## config.mk

```make
export PLATFORM = sky130hd
export DESIGN_NAME = star_wildcard_name_matcher
export DESIGN_NICKNAME = d
export VERILOG_FILES = /design/src/hw/rtl/swm_pkg.sv /design/src/hw/rtl/star_wildcard_name_matcher.sv /design/src/hw/rtl/swm_cell.sv /design/src/hw/rtl/swm_closure.sv
export SDC_FILE = /design/constraint.sdc
export NUM_CORES = 2
export LEC_CHECK = 0
export ABC_AREA = 0
export ABC_CLOCK_PERIOD_IN_PS = 5100
export CAP_MARGIN = 40
export CORE_MARGIN = 2
export CORE_UTILIZATION = 40
export CTS_CLUSTER_SIZE = 20
export DETAILED_ROUTE_END_ITERATION = 7
export DONT_BUFFER_PORTS = 1
export PLACE_DENSITY = 0.65
export SLEW_MARGIN = 40
export SYNTH_ARGS = -nofsm -noshare
export SYNTH_HDL_FRONTEND = slang
export SYNTH_SLANG_ARGS = --single-unit
```

## constraint.sdc

```tcl
create_clock -name clk -period 5.1 [get_ports clk]
set_clock_uncertainty 0.1 [all_clocks]
set_input_delay 0 -clock clk [delete_from_list [all_inputs] [get_ports clk]]
set_output_delay 0 -clock clk [all_outputs]
set_load 0.02 [all_outputs]
```

## src/hw/rtl/swm_pkg.sv

```systemverilog
// ============================================================================
// swm_pkg - shared types and constants for the star wildcard name matcher
// Holds the wildcard code, stream codes and the cell control and status types.
// ============================================================================
`default_nettype none

package swm_pkg;

    localparam int CHAR_W = 8;
    localparam int PATTERN_MAX_DEFAULT = 64;

    localparam logic [CHAR_W-1:0] WILDCARD = 8'h2A;

    // values of the kind bit carried on tuser
    localparam logic OP_PATTERN = 1'b0;
    localparam logic OP_NAME    = 1'b1;

    // control broadcast from the top level to every cell
    typedef struct packed {
        logic              write;
        logic [CHAR_W-1:0] wr_char;
        logic [CHAR_W-1:0] name_char;
        logic              update;
    } cell_ctrl_t;

    // per-cell status handed back to the top level
    typedef struct packed {
        logic star_q;
        logic star_next;
        logic keep;
        logic adv;
    } cell_stat_t;

endpackage

`default_nettype wire

```

## src/hw/rtl/star_wildcard_name_matcher.sv

```systemverilog
// ============================================================================
// star_wildcard_name_matcher - glob matcher with '*' as the only wildcard
// Loads a pattern byte by byte, then matches streamed names against it.
// ============================================================================
// Each input item is a pattern byte (tuser 0) or a name byte (tuser 1); tlast
// closes the pattern or the name. A new item is taken every cycle: a row of
// PATTERN_MAX cells, one per pattern position, updates its active bits in
// parallel from its left neighbor, and a wide add applies the wildcard
// closure. The match result of a name is registered into a two-entry output
// queue when its last byte is taken, so input is only held off once two
// results wait. A pattern longer than PATTERN_MAX is cut off and flagged, and
// then no name matches until a new pattern arrives.
`default_nettype none

module star_wildcard_name_matcher #(
    parameter int PATTERN_MAX = swm_pkg::PATTERN_MAX_DEFAULT
) (
    input  wire        clk,
    input  wire        rst_n,
    input  wire        s_tvalid,
    output logic       s_tready,
    input  wire  [7:0] s_tdata,   // [7:0] character
    input  wire        s_tuser,   // [0] operation
    input  wire        s_tlast,
    output logic       m_tvalid,
    input  wire        m_tready,
    output logic [7:0] m_tdata    // [0] matched, [1] pattern_too_long, [7:2] zero
);

    localparam int LEN_W = $clog2(PATTERN_MAX + 1);

    logic accept;
    logic is_load;
    logic is_name;
    logic name_end;

    logic             restart_reg;
    logic             restart_next;
    logic [LEN_W-1:0] length_reg;
    logic [LEN_W-1:0] length_next;
    logic             overflow_reg;
    logic             overflow_next;
    logic [LEN_W-1:0] wr_pos;
    logic             do_write;
    logic             room;

    swm_pkg::cell_ctrl_t ctrl;
    swm_pkg::cell_stat_t stat [PATTERN_MAX];

    logic [PATTERN_MAX:0]   act_q;
    logic [PATTERN_MAX-1:0] keep;
    logic [PATTERN_MAX-1:0] adv;
    logic [PATTERN_MAX-1:0] star_q;
    logic [PATTERN_MAX-1:0] star_n;
    logic [PATTERN_MAX:0]   stepped;
    logic [PATTERN_MAX:0]   step_closed;
    logic [PATTERN_MAX:0]   init_closed;
    logic [PATTERN_MAX:0]   active_d;
    logic                   active_upd;
    logic                   act_end_reg;

    logic       res_matched;
    logic [1:0] res_data;
    logic       push;
    logic       pop;
    logic       out_valid_reg;
    logic [1:0] out_data_reg;
    logic       skid_valid_reg;
    logic [1:0] skid_data_reg;

    assign s_tready = !skid_valid_reg;
    assign accept   = s_tvalid && s_tready;
    assign is_load  = accept && (s_tuser == swm_pkg::OP_PATTERN);
    assign is_name  = accept && (s_tuser == swm_pkg::OP_NAME);
    assign name_end = is_name && s_tlast;

    // pattern length and overflow bookkeeping
    assign room = length_reg < LEN_W'(PATTERN_MAX);

    always_comb
    begin
        restart_next  = restart_reg;
        length_next   = length_reg;
        overflow_next = overflow_reg;
        wr_pos        = restart_reg ? '0 : length_reg;
        do_write      = 1'b0;
        if (is_load)
        begin
            restart_next = s_tlast;
            if (restart_reg)
            begin
                length_next   = LEN_W'(1);
                overflow_next = 1'b0;
                do_write      = 1'b1;
            end
            else if (room)
            begin
                length_next = length_reg + LEN_W'(1);
                do_write    = 1'b1;
            end
            else
            begin
                overflow_next = 1'b1;
            end
        end
    end

    always_ff @(posedge clk or negedge rst_n)
    begin
        if (!rst_n)
        begin
            restart_reg  <= 1'b1;
            length_reg   <= '0;
            overflow_reg <= 1'b0;
        end
        else
        begin
            restart_reg  <= restart_next;
            length_reg   <= length_next;
            overflow_reg <= overflow_next;
        end
    end

    assign ctrl.write     = do_write;
    assign ctrl.wr_char   = s_tdata;
    assign ctrl.name_char = s_tdata;
    assign ctrl.update    = active_upd;

    genvar gi;
    generate
        for (gi = 0; gi < PATTERN_MAX; gi++)
        begin : g_cell
            swm_cell #(
                .LEN_W (LEN_W),
                .INDEX (gi)
            ) u_cell (
                .clk         (clk),
                .rst_n       (rst_n),
                .ctrl        (ctrl),
                .wr_pos      (wr_pos),
                .length_next (length_next),
                .act_d       (active_d[gi]),
                .act         (act_q[gi]),
                .stat        (stat[gi])
            );
            assign keep[gi]   = stat[gi].keep;
            assign adv[gi]    = stat[gi].adv;
            assign star_q[gi] = stat[gi].star_q;
            assign star_n[gi] = stat[gi].star_next;
        end
    endgenerate

    // position past the end of the pattern has no byte of its own
    assign act_q[PATTERN_MAX] = act_end_reg;

    assign stepped = {adv, 1'b0} | {1'b0, keep};

    swm_closure #(
        .PATTERN_MAX (PATTERN_MAX)
    ) u_step_closure (
        .act_in  (stepped),
        .star    (star_q),
        .act_out (step_closed)
    );

    // fresh name start set, against the pattern as it stands after this item
    swm_closure #(
        .PATTERN_MAX (PATTERN_MAX)
    ) u_init_closure (
        .act_in  ((PATTERN_MAX + 1)'(1)),
        .star    (star_n),
        .act_out (init_closed)
    );

    assign active_upd = is_load || is_name;
    assign active_d   = (is_load || name_end) ? init_closed : step_closed;

    always_ff @(posedge clk or negedge rst_n)
    begin
        if (!rst_n)
        begin
            act_end_reg <= 1'b0;
        end
        else if (active_upd)
        begin
            act_end_reg <= active_d[PATTERN_MAX];
        end
    end

    assign res_matched = step_closed[length_reg] && !overflow_reg;
    assign res_data    = {overflow_reg, res_matched};

    // two-entry output queue
    assign push = name_end;
    assign pop  = out_valid_reg && m_tready;

    always_ff @(posedge clk or negedge rst_n)
    begin
        if (!rst_n)
        begin
            out_valid_reg  <= 1'b0;
            skid_valid_reg <= 1'b0;
        end
        else if (skid_valid_reg)
        begin
            if (pop)
            begin
                skid_valid_reg <= 1'b0;
            end
        end
        else if (out_valid_reg)
        begin
            if (pop && !push)
            begin
                out_valid_reg <= 1'b0;
            end
            else if (!pop && push)
            begin
                skid_valid_reg <= 1'b1;
            end
        end
        else if (push)
        begin
            out_valid_reg <= 1'b1;
        end
    end

    always_ff @(posedge clk)
    begin
        if (skid_valid_reg)
        begin
            if (pop)
            begin
                out_data_reg <= skid_data_reg;
            end
        end
        else if (push)
        begin
            if (!out_valid_reg || pop)
            begin
                out_data_reg <= res_data;
            end
            else
            begin
                skid_data_reg <= res_data;
            end
        end
    end

    assign m_tvalid = out_valid_reg;
    assign m_tdata  = {6'b0, out_data_reg};

endmodule

`default_nettype wire

```

## src/hw/rtl/swm_cell.sv

```systemverilog
// ============================================================================
// swm_cell - one pattern position of the matcher chain
// Holds one pattern byte, its wildcard and in-pattern flags and the active bit
// of this position; reports what it keeps and what it hands to its neighbor.
// ============================================================================
`default_nettype none

module swm_cell #(
    parameter int LEN_W = 7,
    parameter int INDEX = 0
) (
    input  wire                     clk,
    input  wire                     rst_n,
    input  swm_pkg::cell_ctrl_t     ctrl,
    input  wire  [LEN_W-1:0]        wr_pos,
    input  wire  [LEN_W-1:0]        length_next,
    input  wire                     act_d,
    output logic                    act,
    output swm_pkg::cell_stat_t     stat
);

    logic [swm_pkg::CHAR_W-1:0] char_reg;
    logic [swm_pkg::CHAR_W-1:0] char_next;
    logic                       star_reg;
    logic                       star_next;
    logic                       valid_reg;
    logic                       valid_next;
    logic                       act_reg;
    logic                       wr_en;

    assign wr_en      = ctrl.write && (wr_pos == LEN_W'(INDEX));
    assign char_next  = wr_en ? ctrl.wr_char : char_reg;
    assign valid_next = LEN_W'(INDEX) < length_next;
    assign star_next  = valid_next && (char_next == swm_pkg::WILDCARD);

    always_ff @(posedge clk)
    begin
        if (wr_en)
        begin
            char_reg <= ctrl.wr_char;
        end
    end

    always_ff @(posedge clk or negedge rst_n)
    begin
        if (!rst_n)
        begin
            star_reg  <= 1'b0;
            valid_reg <= 1'b0;
            act_reg   <= (INDEX == 0) ? 1'b1 : 1'b0;
        end
        else
        begin
            star_reg  <= star_next;
            valid_reg <= valid_next;
            if (ctrl.update)
            begin
                act_reg <= act_d;
            end
        end
    end

    assign act            = act_reg;
    assign stat.star_q    = star_reg;
    assign stat.star_next = star_next;
    // a wildcard holds its position, a literal advances on a byte match
    assign stat.keep      = act_reg && star_reg;
    assign stat.adv       = act_reg && valid_reg && !star_reg
                            && (char_reg == ctrl.name_char);

endmodule

`default_nettype wire

```

## src/hw/rtl/swm_closure.sv

```systemverilog
// ============================================================================
// swm_closure - wildcard closure of an active position set
// Every active wildcard also activates the rest of its run of wildcards and
// the position after that run; computed as the carry chain of one wide add.
// ============================================================================
`default_nettype none

module swm_closure #(
    parameter int PATTERN_MAX = 64
) (
    input  wire  [PATTERN_MAX:0]   act_in,
    input  wire  [PATTERN_MAX-1:0] star,
    output logic [PATTERN_MAX:0]   act_out
);

    logic [PATTERN_MAX:0] add_a;
    logic [PATTERN_MAX:0] add_b;
    logic [PATTERN_MAX:0] sum;
    logic [PATTERN_MAX:0] carry;

    // generate = active wildcard, propagate = idle wildcard
    assign add_a   = {1'b0, star};
    assign add_b   = {1'b0, act_in[PATTERN_MAX-1:0] & star};
    assign sum     = add_a + add_b;
    assign carry   = sum ^ add_a ^ add_b;
    assign act_out = act_in | carry;

endmodule

`default_nettype wire
```

== Word level (Yosys, flattened, before mapping) ==
Index checks and enable logic that the tools add are counted.

* Register bits after elaboration: 719
* Bits in latches: 0
* Bits in writable memories: 0
* ROM bits: 0
* Output and inout bits: 10
* Word-level logic and storage cells: 1,093
* Memories: 0

* Add/subtract/negate cells: 3
* $mul: 0
* Divide/modulo/power cells: 0
* Magnitude comparators: 66
* Eq/ne operators: 193
* Shift operators: 0
* Muxes and demuxes: 88
* Bitwise operators: 10
* Reduce and logical (&&, ||, !) cells: 470

{| class="wikitable"
|+ Operators by type and width
! operator !! number
|-
| 8-bit by 6-bit == test with 1-bit output, second input constant || 64
|-
| 8-bit == test || 64
|-
| 8-bit two-way mux || 64
|-
| 1-bit logical AND || 392
|-
| 7-bit by 6-bit == test with 1-bit output, second input constant || 32
|-
| 6-bit by 7-bit less-than comparator with 1-bit output, first input constant || 32
|-
| 65-bit by 64-bit bitwise XOR with 65-bit output || 2
|-
| 7-bit by 5-bit == test with 1-bit output, second input constant || 16
|-
| 5-bit by 7-bit less-than comparator with 1-bit output, first input constant || 16
|-
| 1-bit zero test || 69
|-
| 64-bit by 64-bit adder with 65-bit output || 1
|-
| 65-bit by 64-bit OR with 65-bit output || 1
|-
| 65-bit OR || 1
|-
| 64-bit by 1-bit adder with 64-bit output || 1
|-
| 64-bit bitwise AND || 1
|-
| 64-bit two-way mux || 1
|-
| 64-bit by 1-bit bitwise XOR with 64-bit output || 1
|-
| 64-bit bitwise XOR || 1
|-
| 7-bit by 4-bit == test with 1-bit output, second input constant || 8
|-
| 4-bit by 7-bit less-than comparator with 1-bit output, first input constant || 8
|-
| 7-bit by 3-bit == test with 1-bit output, second input constant || 4
|-
| 3-bit by 7-bit less-than comparator with 1-bit output, first input constant || 4
|-
| 7-bit two-way mux || 4
|-
| 7-bit by 2-bit == test with 1-bit output, second input constant || 2
|-
| 16 further kinds || 41
|}

== Longest topological paths before layout ==
* Word-level depth: 15
* Mapped depth: 20
* Mapped depth without buffers: 17

== Least setup slack after synthesis ==
No wires, ideal clock.

* Path type: reg-to-reg
* From: register length_reg[6]
* To: register g_cell[60].u_cell.act_reg
* Setup time: 0.130 ns
* Arrival: 4.126 ns
* Data required time: 4.870 ns
* Setup slack: 0.745 ns
* Cell stages (with the launch flop): 17
* Period minus slack after synthesis: 4.355 ns
* Cell sequence: dfrtp_1 buf_6 or4b_1 or4_1 mux2_2 o21ai_2 clkinv_1 o311ai_1 inv_1 ha_1 and4_1 nor4b_1 and4_1 and3b_1 nor2b_1 a22oi_1 o21ai_1

* Longest elaborated chain between the ends: 12
* Elaborated cells between the ends (all ways): 379

{| class="wikitable"
|+ Ends and longest elaborated chain
! what !! line !! source
|-
| start: declaration || star_wildcard_name_matcher.sv:39 || <nowiki>logic [LEN_W-1:0] length_reg;</nowiki>
|-
| start signal: assignment || star_wildcard_name_matcher.sv:119 || <nowiki>length_reg <= length_next;</nowiki>
|-
| parallel branches: the longest is 7 deep, another holds 7-bit by 1-bit adder with 7-bit output || n/a ||
|-
| 1-bit logical AND * || swm_cell.sv:34 || <nowiki>assign star_next = valid_next && (char_next == swm_pkg::WILDCARD);</nowiki>
|-
| named net g_cell[1].u_cell.star_next || swm_cell.sv:25 || <nowiki>logic star_next;</nowiki>
|-
| 64-bit by 1-bit adder with 64-bit output * || swm_closure.sv:24 || <nowiki>assign sum = add_a + add_b;</nowiki>
|-
| 64-bit bitwise XOR * || swm_closure.sv:25 || <nowiki>assign carry = sum ^ add_a ^ add_b;</nowiki>
|-
| 64-bit by 1-bit bitwise XOR with 64-bit output * || swm_closure.sv:25 ||
|-
| 64-bit two-way mux * || star_wildcard_name_matcher.sv:176 || <nowiki>assign active_d = (is_load || name_end) ? init_closed : step_closed;</nowiki>
|-
| end signal: assignment || swm_cell.sv:50 || <nowiki>act_reg <= (INDEX == 0) ? 1'b1 : 1'b0;</nowiki>
|-
| end signal: assignment || swm_cell.sv:58 || <nowiki>act_reg <= act_d;</nowiki>
|-
| end: declaration || swm_cell.sv:28 || <nowiki>logic act_reg;</nowiki>
|}

Mark *: on every way through the listed nets, which the timed path passes.
A chain may end at the register's enable or synchronous reset.

== Worst setup path in the final report ==
* From: register skid_valid_reg
* To: register g_cell[63].u_cell.act_reg

* Longest elaborated chain between the ends: 12
* Elaborated cells between the ends (all ways): 333

{| class="wikitable"
|+ Ends and longest elaborated chain
! what !! line !! source
|-
| start: declaration || star_wildcard_name_matcher.sv:68 || <nowiki>logic skid_valid_reg;</nowiki>
|-
| start signal: assignment || star_wildcard_name_matcher.sv:202 || <nowiki>skid_valid_reg <= 1'b0;</nowiki>
|-
| start signal: assignment || star_wildcard_name_matcher.sv:208 || <nowiki>skid_valid_reg <= 1'b0;</nowiki>
|-
| start signal: assignment || star_wildcard_name_matcher.sv:219 || <nowiki>skid_valid_reg <= 1'b1;</nowiki>
|-
| 1-bit zero test * || star_wildcard_name_matcher.sv:71 || <nowiki>assign s_tready = !skid_valid_reg;</nowiki>
|-
| 1-bit logical AND * || star_wildcard_name_matcher.sv:72 || <nowiki>assign accept = s_tvalid && s_tready;</nowiki>
|-
| parallel branches: the longest is 10 deep, another holds 64-bit by 1-bit adder with 64-bit output || n/a ||
|-
| end signal: assignment || swm_cell.sv:50 ||
|-
| end signal: assignment || swm_cell.sv:58 ||
|-
| end: declaration || swm_cell.sv:28 ||
|}

Every way passes the cells marked *.

==> reports/results.tsv <==
stage	metric	value	unit
synthesis	asr flop ratio synth	28.1	%
pwr	power density over cell area	362	mW/mm2
timing	final setup fails	0	
run_status	run status	finished with violations	
floorplanning	Initial Util	40.4	%
setup_path	CP most frequent cell	buf_4	
global_routing	vias in the first global route	34300	
setup_path	CP Launch Type	flop	
timing	unrepaired setup endpoints after global routing	true	
routing	DRC	0	
synthesis	FF+latch count, synth	718	
global_routing	grt ovf	0	
cells_and_area	Area Growth Syn to Fin	13.6	%
floorplanning	Die ar.	0.104	mm2
global_routing	gr usage total	30.4	%
placed_design	IO buf count	0	
synthesis	Post-synth EDFFs	4	
setup_path	crit-path max FO	14	
cells_and_area	nets@finish	4376	
floorplanning	num ports	24	
job	number of max-cap violations	0	
global_routing	largest net degree at the start of global routing	203	
cells_and_area	post-route insts no fill	5731	
cells_and_area	most frequent cells in the layout	dfxtp_1 (512), mux2_2 (419), xor2_1 (336), nand2_1 (325), buf_4 (203)	
run_status	failing checks	negative hold slack	
floorplanning	placement row count	116	
hold_path	Hold Crit Class	primary input to asynchronous set/reset pin	
routing	initial DRC count	4406	
placed_design	area post-placement	0.0426	mm2
routing	total number of vias	35800	
synthesis	Syn Std Cell Area	0.0405	mm2
clocking	TritonCTS clock tree	done	
synthesis	Yosys top cell area share	25.3	%
routing	DR vias/cell	6.24	
timing	period utilization	99.2	%
synthesis	Yosys cell types	120	
placed_design	gp weighted congestion	1.05	
timing	minimum clock period	5.06	ns
setup_path	cell family with most CP delay	simple AND/OR/NAND/NOR gates	
cells_and_area	fraction of layout cells with a size suffix above 1	20.0	%
pwr	Max VDD drop	0.000258	V
floorplanning	Core Footprint	0.100	mm2
pwr	Leakage	19.3	nW
setup_path	CP bufs+invs	3	
setup_path	endpoint class of the critical path	flop	
routing	ANT nets after route	0	
timing	fin. max-slew vios	0	
routing	drt wl/cell	28.1	um
cells_and_area	commonest non-fill, non-tap cell in the layout	dfxtp_1	
synthesis	Yosys top cell by area	dfxtp_1	
clocking	H-tree depth	3	
synthesis	Syn Area/Cell	9.48	um2
clocking	Clk Latency, worst-skew pair	0.69	ns
timing	tightest hold margin	-0.0201	ns
synthesis	synthesized instance count	4272	
cells_and_area	Fillers	9471	
global_routing	first-pass GRT wire length	234000	um
synthesis	Synth area leaders	dfxtp_1 (25%), dfrtp_1 (12%), mux2_2 (12%), xor2_1 (7.3%), xnor2_1 (3.9%)	
synthesis	sequential area share after synthesis	38.1	%
clocking	CTS Buf Count	81	
timing	final hold violations	15	
routing	Total Wirelength	161000	um
timing	final setup TNS	0	ns
floorplanning	height of the die	322	um
clocking	Clk pin slew, worst setup/hold paths	0.06	ns
setup_path	CP max stage cell	or4_4	
clocking	maximum buffer depth of the clock tree	3	
routing	DR pass1 iterations	6	
global_routing	initial antenna violation count	14	
setup_path	Worst EP required	5.58	ns
cells_and_area	post-route cell area	0.0460	mm2
timing	fmax	198	MHz
placed_design	placed cell count	5537	
clocking	clock sink total	718	
timing	relative slew slack	36.8	%
placed_design	Final HPWL DP	104000	um
clocking	CTS Root Cell	clkbuf_16	
setup_path	CP cell instances	or4b_1, or4_1, mux2_2, o21ai_4, clkinv_1, buf_4, o311ai_1, buf_4, a2111oi_2, nand4_1, nor3_4, nand4_2, or4_4, nor2_4, nand3_1, a31oi_1	
synthesis	Warnings, synthesis	0	
synthesis	Most used DFF post-synth	dfxtp_1	
cells_and_area	max reg flops	512	
floorplanning	Die W	322	um
setup_path	CP peak stage delay	0.60	ns
setup_path	kind of critical path	flop to flop	
setup_path	CP arrival	5.53	ns
timing	Worst-Margin Slew	0.943	ns
cell usage after synthesis (all sizes together), types with 14 or more instances:
library cell	n
or3	22
a31o	15
nand3	131
nand3b	39
xnor2	178
nor3b	22
nand2b	26
a31oi	90
nor2b	36
or2	14
o21ai	179
o31ai	31
dfxtp	512
a41oi	17
nor2	202
o211ai	18
a21oi	120
inv	145
o2111ai	19
o31a	14
a22oi	17
buf	132
o21a	18
dfrtp	200
nor4bb	44
and3	54
nand2	327
nand4	92
clkbuf	112
a211oi	28
a21boi	14
and3b	20
nor4	69
a21o	18
a2111oi	15
nor3	108
nor4b	43
nand4b	15
mux2	426
xor2	336
and4	18
mux2i	51
a311oi	22
and2	71
through the flow:
step                      total power, W  utilization, %  setup WS, ns
final                             0.0166            45.9        0.0425
after global routing              0.0172            45.9       -0.0433
after CTS                         0.0165            45.8        0.0102
after detailed placement          0.0103            42.5         0.158
after global placement            0.0103            42.5         0.216
after floorplan                  0.00913               -         0.745
worst min-delay path, cell delays in order:
cell	delay (ns)
dlygate4sd3_1	0.64
buf_16	0.14
buf_16	0.39
repair_timing:
item / CTS / global route
setup endpoints to repair: 0 / 21
hold endpoints to repair: 821 / 0
resized for setup: 0 / 12
hold buffers: 34 / 0
buffers inserted: 0 / 1
worst paths after layout:
| check | slack (ns) | cells past startpoint | endpoint | start |
|---|---|---|---|---|
| worst max-delay path | 0.04 | 16 | g_cell[63].u_cell.act | skid_valid_reg |
| worst min-delay path | -0.02 | 3 | g_cell[14].u_cell.star_reg | rst_n |
| worst max register to register | 0.04 | 16 | g_cell[63].u_cell.act | skid_valid_reg |
| worst min register to register | 0.39 | 2 | g_cell[28].u_cell.char_reg[1] | g_cell[28].u_cell.char_reg[1] |
| max in group asynchronous | 3.83 | 4 | g_cell[62].u_cell.valid_reg | rst_n |
| min in group clk | 0.03 | 7 | g_cell[3].u_cell.act | s_tdata[3] |
cell type report:
| cell class | instances | area (um2) | share of cell area (%) |
|---|---|---|---|
| multi-input combinational | 3169 | 23500 | 51.0 |
| sequential | 718 | 15400 | 33.6 |
| clock buffer | 126 | 2480 | 5.40 |
| timing repair buffer | 243 | 2190 | 4.76 |
| tap | 1298 | 1620 | 3.53 |
| inverter | 146 | 548 | 1.19 |
| clock inverter | 23 | 220 | 0.479 |
| antenna | 8 | 20.0 | 0.0435 |
logic make-up after synthesis:
logic type / synth area share (%)
simple gates: 20.0
compound gates: 13.3
flops: 38.1
xor+xnor: 11.1
mux: 13.1
buf+inv: 4.22
fa+ha+maj: 0.0927
other cells: 0.00926
report_power, final:
| part | switching [W] | total, W | leakage (nW) | internal [W] |
|---|---|---|---|---|
| registers | 0.000529 | 0.00681 | 6.91 | 0.00628 |
| clock network | 0.00248 | 0.00600 | 1.34 | 0.00351 |
| logic | 0.00237 | 0.00384 | 11.1 | 0.00146 |
| total | 0.00539 | 0.0166 | 19.3 | 0.0113 |
metal layers:
layer	track usage [%]	wire, um
met4	13.3	7710
met5	0	30
met3	6.08	16300
met2	45.6	68500
met1	42.1	68500
No activity file was read; power rests on OpenSTA's default activity.
